==> src/dwec_pkg.sv <==
// Package for the dual wheel encoder edge counter.
// Holds the counter width, request, mode and register codes, and the edge rule.
// No dependencies.
package dwec_pkg;

    localparam int COUNT_WIDTH = 16;
    localparam int OUT_WIDTH   = 16;

    typedef logic [1:0]             t_req;
    typedef logic [1:0]             t_mode;
    typedef logic [3:0]             t_pins;
    typedef logic [COUNT_WIDTH-1:0] t_count;

    localparam t_req REQ_SAMPLE     = 2'd0;
    localparam t_req REQ_READ_RIGHT = 2'd1;
    localparam t_req REQ_READ_LEFT  = 2'd2;

    localparam t_mode MODE_A_RISE    = 2'd0;
    localparam t_mode MODE_A_BOTH    = 2'd1;
    localparam t_mode MODE_AB_RISE   = 2'd2;
    localparam t_mode MODE_AB_BOTH   = 2'd3;

    localparam logic CFG_MODE_RIGHT = 1'b0;
    localparam logic CFG_MODE_LEFT  = 1'b1;

    localparam int PIN_RA = 0;
    localparam int PIN_RB = 1;
    localparam int PIN_LA = 2;
    localparam int PIN_LB = 3;

    localparam logic WHEEL_RIGHT = 1'b0;
    localparam logic WHEEL_LEFT  = 1'b1;

    // Number of counted edges for one wheel; bit 0 is A, bit 1 is B.
    function automatic logic [1:0] edge_hits(input t_mode mode, input logic [1:0] old_ab,
                                             input logic [1:0] new_ab);
        logic a_fall_en;
        logic b_rise_en;
        logic b_fall_en;
        logic [1:0] hits;
        a_fall_en = (mode == MODE_A_BOTH) || (mode == MODE_AB_BOTH);
        b_rise_en = (mode == MODE_AB_RISE) || (mode == MODE_AB_BOTH);
        b_fall_en = (mode == MODE_AB_BOTH);
        hits = 2'd0;
        hits = hits + {1'b0, !old_ab[0] && new_ab[0]};
        hits = hits + {1'b0, old_ab[0] && !new_ab[0] && a_fall_en};
        hits = hits + {1'b0, !old_ab[1] && new_ab[1] && b_rise_en};
        hits = hits + {1'b0, old_ab[1] && !new_ab[1] && b_fall_en};
        return hits;
    endfunction

endpackage

==> src/dual_wheel_encoder_edge_counter.sv <==
// Dual wheel encoder edge counter: input register, edge logic, result register.
// Depends on dwec_pkg.
// Latency: a read item's result passes through the input register and then the result register,
// and waits in the input register while the result register holds an earlier result not yet taken.
// Throughput: one item per cycle, set by the single pass through the edge logic, except while a read waits there.
// Reset: synchronous, active low; clears counts, stored levels, pending clears and modes.
module dual_wheel_encoder_edge_counter (
    input  logic        i_clk,
    input  logic        i_rst_n,
    input  logic        i_in_valid,
    output logic        o_in_ready,
    input  logic [1:0]  i_req_type,
    input  logic [3:0]  i_pin_levels,
    output logic        o_out_valid,
    input  logic        i_out_ready,
    output logic [15:0] o_wheel_count,
    output logic        o_which_wheel,
    input  logic        i_cfg_we,
    input  logic        i_cfg_index,
    input  logic [1:0]  i_cfg_data
);

    localparam int CW = dwec_pkg::COUNT_WIDTH;

    logic                  r_in_valid;
    dwec_pkg::t_req        r_req;
    dwec_pkg::t_pins       r_pins;

    dwec_pkg::t_mode       r_mode_right;
    dwec_pkg::t_mode       r_mode_left;
    dwec_pkg::t_pins       r_last;
    dwec_pkg::t_count      r_count_right;
    dwec_pkg::t_count      r_count_left;
    logic                  r_clr_right;
    logic                  r_clr_left;

    logic                  r_out_valid;
    logic [15:0]           r_wheel_count;
    logic                  r_which_wheel;

    logic                  is_read_right;
    logic                  is_read_left;
    logic                  is_sample;
    logic                  out_free;
    logic                  advance;
    logic                  do_sample;
    logic [1:0]            hits_right;
    logic [1:0]            hits_left;
    dwec_pkg::t_count      base_right;
    dwec_pkg::t_count      base_left;
    dwec_pkg::t_count      n_count_right;
    dwec_pkg::t_count      n_count_left;
    logic [CW+15:0]        ext_right;
    logic [CW+15:0]        ext_left;

    assign is_read_right = (r_req == dwec_pkg::REQ_READ_RIGHT);
    assign is_read_left  = (r_req == dwec_pkg::REQ_READ_LEFT);
    assign is_sample     = (r_req == dwec_pkg::REQ_SAMPLE);
    assign out_free      = !r_out_valid || i_out_ready;
    assign advance       = r_in_valid && (out_free || !(is_read_right || is_read_left));
    assign o_in_ready    = !r_in_valid || advance;
    assign do_sample     = advance && is_sample && (r_pins != r_last);

    assign hits_right = dwec_pkg::edge_hits(r_mode_right,
        {r_last[dwec_pkg::PIN_RB], r_last[dwec_pkg::PIN_RA]},
        {r_pins[dwec_pkg::PIN_RB], r_pins[dwec_pkg::PIN_RA]});
    assign hits_left = dwec_pkg::edge_hits(r_mode_left,
        {r_last[dwec_pkg::PIN_LB], r_last[dwec_pkg::PIN_LA]},
        {r_pins[dwec_pkg::PIN_LB], r_pins[dwec_pkg::PIN_LA]});

    assign base_right    = r_clr_right ? '0 : r_count_right;
    assign base_left     = r_clr_left  ? '0 : r_count_left;
    assign n_count_right = base_right + {{(CW-2){1'b0}}, hits_right};
    assign n_count_left  = base_left  + {{(CW-2){1'b0}}, hits_left};

    assign ext_right = {16'd0, r_count_right};
    assign ext_left  = {16'd0, r_count_left};

    always_ff @(posedge i_clk) begin
        if (!i_rst_n) begin
            r_in_valid    <= 1'b0;
            r_out_valid   <= 1'b0;
            r_mode_right  <= dwec_pkg::MODE_A_RISE;
            r_mode_left   <= dwec_pkg::MODE_A_RISE;
            r_last        <= '0;
            r_count_right <= '0;
            r_count_left  <= '0;
            r_clr_right   <= 1'b0;
            r_clr_left    <= 1'b0;
        end else begin
            if (o_in_ready) begin
                r_in_valid <= i_in_valid;
            end
            if (i_cfg_we) begin
                case (i_cfg_index)
                    dwec_pkg::CFG_MODE_RIGHT: r_mode_right <= i_cfg_data;
                    dwec_pkg::CFG_MODE_LEFT:  r_mode_left  <= i_cfg_data;
                    default: ;
                endcase
            end
            if (do_sample) begin
                r_last        <= r_pins;
                r_count_right <= n_count_right;
                r_count_left  <= n_count_left;
                r_clr_right   <= 1'b0;
                r_clr_left    <= 1'b0;
            end else if (advance && is_read_right) begin
                r_clr_right <= 1'b1;
            end else if (advance && is_read_left) begin
                r_clr_left <= 1'b1;
            end
            if (advance && (is_read_right || is_read_left)) begin
                r_out_valid <= 1'b1;
            end else if (i_out_ready) begin
                r_out_valid <= 1'b0;
            end
        end
    end

    always_ff @(posedge i_clk) begin
        if (o_in_ready && i_in_valid) begin
            r_req  <= i_req_type;
            r_pins <= i_pin_levels;
        end
        if (advance && is_read_right) begin
            r_wheel_count <= ext_right[15:0];
            r_which_wheel <= dwec_pkg::WHEEL_RIGHT;
        end else if (advance && is_read_left) begin
            r_wheel_count <= ext_left[15:0];
            r_which_wheel <= dwec_pkg::WHEEL_LEFT;
        end
    end

    assign o_out_valid   = r_out_valid;
    assign o_wheel_count = r_wheel_count;
    assign o_which_wheel = r_which_wheel;

endmodule

==> config.mk <==
export PLATFORM = sky130hd
export DESIGN_NAME = dual_wheel_encoder_edge_counter
export DESIGN_NICKNAME = d
export VERILOG_FILES = /design/src/dwec_pkg.sv /design/src/dual_wheel_encoder_edge_counter.sv
export SDC_FILE = /design/constraint.sdc
export NUM_CORES = 1
export LEC_CHECK = 0
export ABC_CLOCK_PERIOD_IN_PS = 5300
export BUFFER_PORTS_ARGS = -buffer_cell sky130_fd_sc_hd__buf_2
export CELL_PAD_IN_SITES_DETAIL_PLACEMENT = 1
export CELL_PAD_IN_SITES_GLOBAL_PLACEMENT = 1
export CORE_MARGIN = 5
export CORE_UTILIZATION = 51
export CTS_BUF_LIST = sky130_fd_sc_hd__clkbuf_2
export DETAILED_ROUTE_END_ITERATION = 8
export PLACE_DENSITY_LB_ADDON = 0.08
export SLEW_MARGIN = 20
export SYNTH_ARGS = -nofsm -noshare
export SYNTH_HDL_FRONTEND = slang
export SYNTH_SLANG_ARGS = --single-unit
==> constraint.sdc <==
create_clock -name i_clk -period 5.3 [get_ports i_clk]
set_input_delay 0 -clock i_clk [delete_from_list [all_inputs] [get_ports i_clk]]
set_output_delay 0 -clock i_clk [all_outputs]
set_load 0.02 [all_outputs]
==> After elaboration in Yosys (flattened, before gate mapping) <==
Index checks and enable logic that the tools add are counted.
{ "totals": {"regBits": 67, "inputBits": 14, "output_inout_bits": 19, "elab_cells": 86} }
{ "classes": {"n_addsub": 8, "n_eq_ne": 9, "muxes": 6, "n_bitwise": 3, "reduce_logical": 47} }
{ "ops": {"columns": ["cell", "count"], "rows": [
  ["$mux 16", 4],
  ["$add 16x2->16", 2],
  ["$logic_and 1x1->1", 21],
  ["$logic_not 1->1", 11],
  ["$eq 2x2->1 const B", 5],
  ["$add 2x1->2", 4],
  ["$logic_or 1x1->1", 8],
  ["$eq 2x1->1 const B", 3],
  ["$reduce_and 2->1", 3],
  ["$add 1x1->2", 2],
  ["$ne 4x4->1", 1],
  ["$reduce_bool 2->1", 2],
  ["$not 1->1", 3],
  ["$logic_not 2->1", 1],
  ["$mux 1", 2],
  ["$reduce_or 2->1", 1]
]} }

==> Logic depth before layout (Yosys ltp) <==
Gate-level depths: netlist of run 1.
{ "logic_depth": {"word_depth": 8, "depth_mapped": 14, "ltp_nobuf": 13} }

==> Least setup slack after synthesis of run 1 <==
OpenSTA, ideal clock, no wires.
{ "synth_timing": {"path_kind": "register to register", "from": "register r_pins[3]", "to": "register r_count_left[10]", "setup_time_ns": 0.070, "arrival_time_ns": 3.195, "t_required_ns": 5.230, "setup_slack_ns": 2.034, "stages_incl_launch_ff": 15, "n_path_buf": 1, "path_cell_list": "edfxtp_1 inv_1 ha_1 nand3_1 fa_1 inv_1 ha_1 ha_1 inv_1 fa_1 nand3b_4 or2_1 buf_6 or4_1 a21oi_1"} }
{ "synth_via": {"elab_chain_len": 5} }
{ "synth_lines": {"columns": ["item", "line_no", "text"], "rows": [
  ["start: declaration", "dual_wheel_encoder_edge_counter.sv:27", "dwec_pkg::t_pins r_pins;"],
  ["start signal: assignment", "dual_wheel_encoder_edge_counter.sv:123", "r_pins <= i_pin_levels;"],
  ["$logic_and 1x1->1 or $logic_not 1->1 (tied branches)", "dwec_pkg.sv:47, dwec_pkg.sv:48", null],
  ["$logic_and 1x1->1, on equally long branches", "dwec_pkg.sv:47, dwec_pkg.sv:48", null],
  ["$add 2x1->2 or $logic_and 1x1->1 (tied branches)", "dwec_pkg.sv:47, dwec_pkg.sv:48", null],
  ["$add 2x1->2", "dwec_pkg.sv:48", "hits = hits + {1'b0, old_ab[1] && !new_ab[1] && b_fall_en};"],
  ["$add 16x2->16", "dual_wheel_encoder_edge_counter.sv:74", "assign n_count_left = base_left + {{(CW-2){1'b0}}, hits_left};"],
  ["end signal: assignment", "dual_wheel_encoder_edge_counter.sv:104", "r_count_left <= n_count_left;"],
  ["end: declaration", "dual_wheel_encoder_edge_counter.sv:33", "dwec_pkg::t_count r_count_left;"]
]} }
Several ways; a longest one is shown, not always the timed one.
A chain may end at the register's enable or synchronous reset.

==> Worst setup path after layout of run 1 <==
{ "layout_timing": {"from": "register r_pins[1]", "to": "register r_count_right[10]"} }
{ "layout_via": {"elab_chain_len": 5} }
{ "layout_lines": {"columns": ["item", "line_no", "text"], "rows": [
  ["$logic_and 1x1->1 or $logic_not 1->1 (tied branches)", "dwec_pkg.sv:47, dwec_pkg.sv:48", null],
  ["$logic_and 1x1->1, on equally long branches", "dwec_pkg.sv:47, dwec_pkg.sv:48", null],
  ["$add 2x1->2 or $logic_and 1x1->1 (tied branches)", "dwec_pkg.sv:47, dwec_pkg.sv:48", null],
  ["$add 2x1->2", "dwec_pkg.sv:48", null],
  ["$add 16x2->16", "dual_wheel_encoder_edge_counter.sv:73", "assign n_count_right = base_right + {{(CW-2){1'b0}}, hits_right};"],
  ["end signal: assignment", "dual_wheel_encoder_edge_counter.sv:103", "r_count_right <= n_count_right;"],
  ["end: declaration", "dual_wheel_encoder_edge_counter.sv:32", "dwec_pkg::t_count r_count_right;"]
]} }
Several ways; a longest one is shown, not always the timed one.

==> results of run 1 <==
## where the power goes
| part | total [W] | internal [W] | switching, W |
|---|---|---|---|
| Clock | 0.000290 | 0.000112 | 0.000178 |
| Sequential | 0.000565 | 0.000548 | 0.0000176 |
| Combinational | 0.0000890 | 0.0000380 | 0.0000511 |
## worst min-delay path by stage
stage,to,depth (start not counted),startpoint
after detailed placement,r_pins[2]$_DFFE_PP_,1,i_pin_levels[2]
after global routing,r_req[0]$_DFFE_PP_,2,i_req_type[0]
final,r_req[0]$_DFFE_PP_,2,i_req_type[0]
after CTS,r_req[0]$_DFFE_PP_,2,i_req_type[0]
after floorplan,r_pins[0]$_DFFE_PP_,0,i_pin_levels[0]
after global placement,r_req[1]$_DFFE_PP_,1,i_req_type[1]
## cell usage in the layout (no fill, tap or decap), types with 3 or more instances in the layout
cell	instances
o32ai_1	3
mux2i_1	7
nand4b_1	3
mux2_2	16
and4_1	4
and2_1	5
dfxtp_1	45
o311ai_0	3
fa_1	4
nand2_1	36
o211ai_1	5
nor2b_1	3
ha_1	17
or3_1	6
a21oi_1	31
nor2_1	6
or4_1	10
clkbuf_2	12
nand3_1	21
a21o_1	3
edfxtp_1	22
nand4_1	12
dlygate4sd3_1	17
buf_2	32
a32o_1	3
o21ai_0	10
a31oi_1	7
inv_1	27
## state kept, by name (all words and copies together), names as in the netlist
name	count
r_pins	4
r_mode_left	2
o_out_valid	1
r_clr_left	1
r_clr_right	1
r_last	4
o_which_wheel	1
o_wheel_count	16
r_in_valid	1
r_mode_right	2
r_req	2
r_count_left	16
r_count_right	16
## Yosys cell counts, drive strengths merged, types with 4 or more instances
cell,number
dfxtp,45
o211ai,5
and4,4
nor2,6
a21oi,31
inv,27
nand2,36
clkbuf,12
or3,7
fa,4
nand4,13
mux2i,7
edfxtp,22
o21ai,10
buf,12
mux2,16
nand3,21
a31oi,7
or4,10
and2,5
ha,17
## through the flow
step,utilization,worst slack [ps],hold WS [ps],total power [W]
global placement,0.552,1950,177,0.000652
detailed placement,0.552,1810,180,0.000656
CTS,0.592,1710,163,0.000953
finish,0.592,1760,204,0.000944
global route,0.592,1520,148,0.000996
floorplan,-,2030,98.9,0.000625
## worst max-delay path: stages (launching register included)
cell and delay, ps:
edfxtp_1 450, inv_1 90, ha_1 160, nand3_1 90, fa_1 490, inv_1 40
ha_1 270, ha_1 160, inv_1 50, fa_1 410, nor3b_2 420, nand4_1 180
or4_1 450, a31oi_1 200
## routing by layer
metal | vias to the layer above | track usage | routed length (um)
li1 | 1445 | - | -
met1 | 1445 | 0.297 | 4310
met2 | 48 | 0.376 | 4390
met3 | 8 | 0.0553 | 327
met4 | 0 | 0.0566 | 91
met5 | - | 0 | 0
## final cells by class
type	count	area [um2]	area share
clock buffers	12	60.1	0.0148
repair buffers	51	345	0.0854
multi-input cells	252	1810	0.448
inverters	27	101	0.0251
well taps	96	120	0.0297
clock inverters	4	42.5	0.0105
flip-flops and latches	67	1560	0.386
## logic make-up after synthesis
family / after synthesis / synth area share
buffers and inverters: 51 / 0.0603
AOI/OAI and AO/OA: 79 / 0.144
muxes: 23 / 0.0697
adders and majority gates: 21 / 0.0815
xor gates and xnor gates: 2 / 0.00488
DFF: 67 / 0.435
and+or+nand+nor: 127 / 0.205
## timing repair
action | 4_1_cts | 5_1_grt
setup endpoints to repair | 0 | 0
hold buffers | 17 | 0
hold endpoints to repair | 26 | 0
==> impl_metrics.py, run 1 <==
metrics = {
    "outcome": {
        "status": "complete, no violations",
    },
    "clocking": {
        "cts_setup_buffers": 0,
        "cts_max_level": 3,
        "path_clk_slew_ps": 180,
        "clock_latency_ps": 500,
        "cts_max_path_buffers": 2,
        "root_buffer": "clkbuf_2",
        "clock_sinks": 67,
        "cts_buffers": 9,
        "tritoncts": "done",
        "postCtsResizedCells": 0,
    },
    "floorplan": {
        "chipHeight_um": 93.9,
        "dieArea_mm2": 0.00882,
        "io_pins": 33,
        "std_cell_rows": 30,
        "coreArea_mm2": 0.00683,
        "die_w_um": 93.9,
        "initial_core_util": 0.526,
    },
    "layout": {
        "diodes": 0,
        "stdcell_count": 509,
        "design_area_mm2": 0.00405,
        "drive_gt1_frac": 0.174,
        "layout.nets": 443,
        "synthToLayoutAreaGrowth_pct": 12.6,
        "num-fill-cells": 802,
    },
    "synth": {
        "synthTopCellsByArea": "dfxtp_1, edfxtp_1, ha_1",
        "synth_top_area_frac": 0.251,
        "netlist_area_mm2": 0.00359,
        "synth-async-reset-ratio": 0,
        "ys_ff_latch": 67,
        "synth_cell_types": 57,
        "syn_avg_cell_area_um2": 9.71,
        "synth_edf_count": 22,
        "syn_inst": 370,
        "yosys_warnings": 0,
        "synth_area_leader_cell": "dfxtp_1",
        "ys.flop_type": "dfxtp_1",
        "syn-num-nets": 405,
        "ys_seq_area_frac": 0.435,
    },
    "power_and_ir_drop": {
        "power.density_mw_per_mm2": 233,
        "irDropWorstVdd_mv": 0.105,
        "leakagePower_nw": 1.57,
    },
    "global_route": {
        "grt_pass1_wl_mm": 15.6,
        "grt_max_degree": 40,
        "antenna_found_initial": 0,
        "grt.overflow.total": 0,
        "grt_usage": 0.227,
        "first_global_vias": 3087,
    },
    "timing": {
        "hold_viol_final": 0,
        "rsz0062_at_grt": "false",
        "tightestPinTransition_ps": 995,
        "setup_viol": 0,
        "drv_slew": 0,
        "final.setup.tns_ps": 0,
        "max_freq_mhz": 282,
        "period_share": 0.668,
        "fin_skew_ps": 17.7,
        "fin_crit_ps": 3540,
        "max_slew_margin": 0.335,
    },
    "critical_path": {
        "criticalPathCategory": "flop to flop",
        "cp-end-kind": "flop",
        "regToRegSetupSlack_ps": 1760,
        "crit_required_ps": 5720,
        "reg2reg_from": "r_pins[1]$_DFFE_PP_",
        "r2r-end": "r_count_right[10]$_SDFFE_PN0P_",
        "crit_path_start_kind": "flop",
        "cp.arrival_ps": 3960,
        "worstPathMaxFanout": 7,
        "cp-startpoint": "r_pins[1]$_DFFE_PP_",
        "ff2ff_path_depth": 13,
        "crit_end": "r_count_right[10]$_SDFFE_PN0P_",
    },
    "placement": {
        "placed_area_mm2": 0.00377,
        "port_buffers": 32,
        "gp_congestion": 0.778,
        "placed_cells": 476,
        "dp_hpwl_mm": 6.28,
    },
    "detailed_routing": {
        "drc": 0,
        "routedWlPerCell_um": 17.9,
        "vias_per_cell": 5.79,
        "first_iter_violations": 127,
        "drtAntennaViolNets": 0,
        "vias": 2946,
        "dr.pass1.iters": 4,
        "routed_wl_mm": 9.12,
    },
    "job": {
        "drv_cap": 0,
    },
    "hold_path": {
        "hp-class": "input port to flop",
    },
}
(Power assumes the default switching activity.)
==> run 2, diff against run 1 <==
- ABC_AREA: unset -> 1
- ABC_CLOCK_PERIOD_IN_PS: 5300 -> 3310
- CORE_UTILIZATION: 51 -> 46
- clock period: 5.3 -> 3.31 ns (I/O delays scaled with it)
==> impl_metrics.py, run 2 <==
metrics = {
    "detailed_routing": {
        "drtAntennaViolNets": 0,
        "met3_length_um": 259,
        "dr.pass1.iters": 4,
        "top_layer": "met4",
        "routed-wl-met2_mm": 4.95,
        "drc": 0,
        "first_iter_violations": 92,
        "routedWlPerCell_um": 15.5,
        "vias": 3226,
        "routed_wl_mm": 9.86,
        "vias_per_cell": 5.07,
        "wl_met1_mm": 4.51,
    },
    "synth": {
        "synth_cell_types": 33,
        "netlist_area_mm2": 0.00363,
        "syn-num-nets": 509,
        "synth.most_common_cell": "nand2_1",
        "synth_top_area_frac": 0.248,
        "syn_avg_cell_area_um2": 7.65,
        "ys.flop_type": "dfxtp_1",
        "netlist_top_cells_count": "nand2_1, nor2_1, inv_1",
        "synth_edf_count": 22,
        "synth_area_leader_cell": "dfxtp_1",
        "ys_seq_area_frac": 0.430,
        "synthTopCellsByArea": "dfxtp_1, edfxtp_1, nand2_1",
        "syn_inst": 474,
        "ys_ff_latch": 67,
        "synth-async-reset-ratio": 0,
        "yosys_warnings": 0,
    },
    "clocking": {
        "root_buffer": "clkbuf_2",
        "clock_latency_ps": 510,
        "cts_buffers": 9,
        "clock_sinks": 67,
        "path_clk_slew_ps": 170,
        "cts_max_path_buffers": 2,
        "cts_max_level": 3,
        "tritoncts": "done",
    },
    "floorplan": {
        "die_w_um": 98.8,
        "dieArea_mm2": 0.00976,
        "coreArea_mm2": 0.00769,
        "io_pins": 33,
        "initial_core_util": 0.472,
        "std_cell_rows": 32,
        "chipHeight_um": 98.8,
    },
    "layout": {
        "final_util": 0.546,
        "final_cell_mix": "nand2_1, nor2_1, inv_1",
        "final_common_cell": "nand2_1",
        "diodes": 0,
        "synthToLayoutAreaGrowth_pct": 15.8,
        "num-fill-cells": 998,
        "layout.nets": 565,
        "drive_gt1_frac": 0.157,
    },
    "placement": {
        "port_buffers": 32,
        "gp_congestion": 0.793,
        "dp_hpwl_mm": 6.83,
        "dp_slack_ps": 70.6,
    },
    "hold_path": {
        "min_path_cells": 2,
        "hp-class": "input port to flop",
    },
    "power_and_ir_drop": {
        "irDropWorstVdd_mv": 0.193,
        "power.density_mw_per_mm2": 352,
        "netSwitchingFraction": 0.261,
        "leakagePower_nw": 1.74,
        "clkPwrFrac": 0.312,
        "pwr-share-comb": 0.091,
        "p_int_w": 0.00109,
        "power_frac_seq": 0.597,
        "p_switching_w": 0.000386,
    },
    "critical_path": {
        "r2r-end": "r_count_right[10]$_SDFFE_PN0P_",
        "cp-startpoint": "r_pins[0]$_DFFE_PP_",
        "worstPathMaxFanout": 4,
        "criticalPathCategory": "flop to flop",
        "cp.arrival_ps": 3590,
        "cp-end-kind": "flop",
        "crit_required_ps": 3700,
        "crit_path_start_kind": "flop",
        "crit_end": "r_count_right[10]$_SDFFE_PN0P_",
        "reg2reg_from": "r_pins[0]$_DFFE_PP_",
        "ff2ff_path_depth": 17,
        "regToRegSetupSlack_ps": 110,
    },
    "timing": {
        "tightestPinTransition_ps": 614,
        "max_slew_margin": 0.588,
        "fin_crit_ps": 3200,
        "layout_setup_ws_ps": 108,
        "rsz0062_at_grt": "true",
        "fin_skew_ps": 35.5,
        "hold_viol_final": 0,
        "setup_viol": 0,
        "max_freq_mhz": 312,
        "period_share": 0.967,
        "drv_slew": 0,
    },
    "global_route": {
        "grt.overflow.total": 0,
        "first_global_vias": 3376,
        "grt_max_degree": 25,
        "grt_pass1_wl_mm": 16.3,
        "grt_usage": 0.210,
        "antenna_found_initial": 0,
    },
    "job": {
        "drv_cap": 0,
    },
    "outcome": {
        "status": "complete, no violations",
    },
}
## run 2: area by class of cell
class | count | area [um2] | share of cell area
clock inverter | 4 | 43.8 | 0.0104
multi-input combinational | 325 | 1740 | 0.414
inverter | 67 | 254 | 0.0605
timing repair buffer | 60 | 418 | 0.0995
tap | 102 | 128 | 0.0304
sequential | 67 | 1560 | 0.372
clock buffer | 11 | 55.1 | 0.0131
## run 2: timing repair
action,in CTS,in global routing
resized for setup,1,7
pin swaps,0,2
setup endpoints to repair,1,9
buffers inserted,1,4
hold buffers,19,0
hold endpoints to repair,29,0
## run 2: critical path, cell delays in order, from the launching register on
cell,delay [ps]
edfxtp_1,440
inv_1,100
ha_1,160
nand2_1,80
fa_1,520
inv_1,50
ha_1,290
ha_1,180
inv_1,70
fa_2,350
nor2_1,140
nand2_2,110
nor2_4,160
nand3b_1,110
nor2_1,140
nand3_1,100
nand2_1,70
nor2_1,30
## run 2: through the flow
stage	hold slack (ps)	instances	TNS, ps	total power [W]	cell area (um2)
after floorplan	98.9	474	0	0.000971	3630
after global placement	177	597	0	0.00101	3840
after detailed placement	178	597	0	0.00101	3840
after CTS	168	632	0	0.00149	4150
after global routing	164	636	-48.6	0.00156	4200
final	231	636	0	0.00148	4200
## run 2: how the worst min path moves through the flow
stage                         start             endpoint  slack (ps)
finish              i_pin_levels[0]  r_pins[0]$_DFFE_PP_         230
CTS                   i_req_type[0]   r_req[0]$_DFFE_PP_         170
detailed placement    i_req_type[0]   r_req[0]$_DFFE_PP_         180
global placement      i_req_type[0]   r_req[0]$_DFFE_PP_         180
floorplan           i_pin_levels[0]  r_pins[0]$_DFFE_PP_         100
global route          i_req_type[0]   r_req[0]$_DFFE_PP_         160
## run 2: cells by family (layout without fill, tap and decap cells)
| logic type | after synthesis | in the layout | synth area share |
|---|---|---|---|
| compound gates | 48 | 48 | 0.0697 |
| buf+inv | 82 | 142 | 0.0983 |
| mux | 1 | 1 | 0.00310 |
| simple gates | 246 | 246 | 0.296 |
| fa+ha+maj | 21 | 21 | 0.0807 |
| flops | 67 | 67 | 0.430 |
| xor+xnor | 9 | 9 | 0.0217 |
## run 2: per-layer routing
layer | vias up | GRT usage
li1 | 1618 | -
met1 | 1554 | 0.265
met2 | 41 | 0.369
met3 | 13 | 0.0368
met4 | 0 | 0.0588
met5 | - | 0
## run 2: power groups by stage
| stage | Combinational [W] | Sequential [W] | Clock [W] |
|---|---|---|---|
| 2_1_floorplan | 0.0000622 | 0.000908 | 0 |
| 4_1_cts | 0.000131 | 0.000883 | 0.000476 |
| 3_5_place_dp | 0.000112 | 0.000900 | 0 |
| 6_report | 0.000135 | 0.000883 | 0.000462 |
| 5_1_grt | 0.000148 | 0.000886 | 0.000522 |
| 3_3_place_gp | 0.000107 | 0.000899 | 0 |
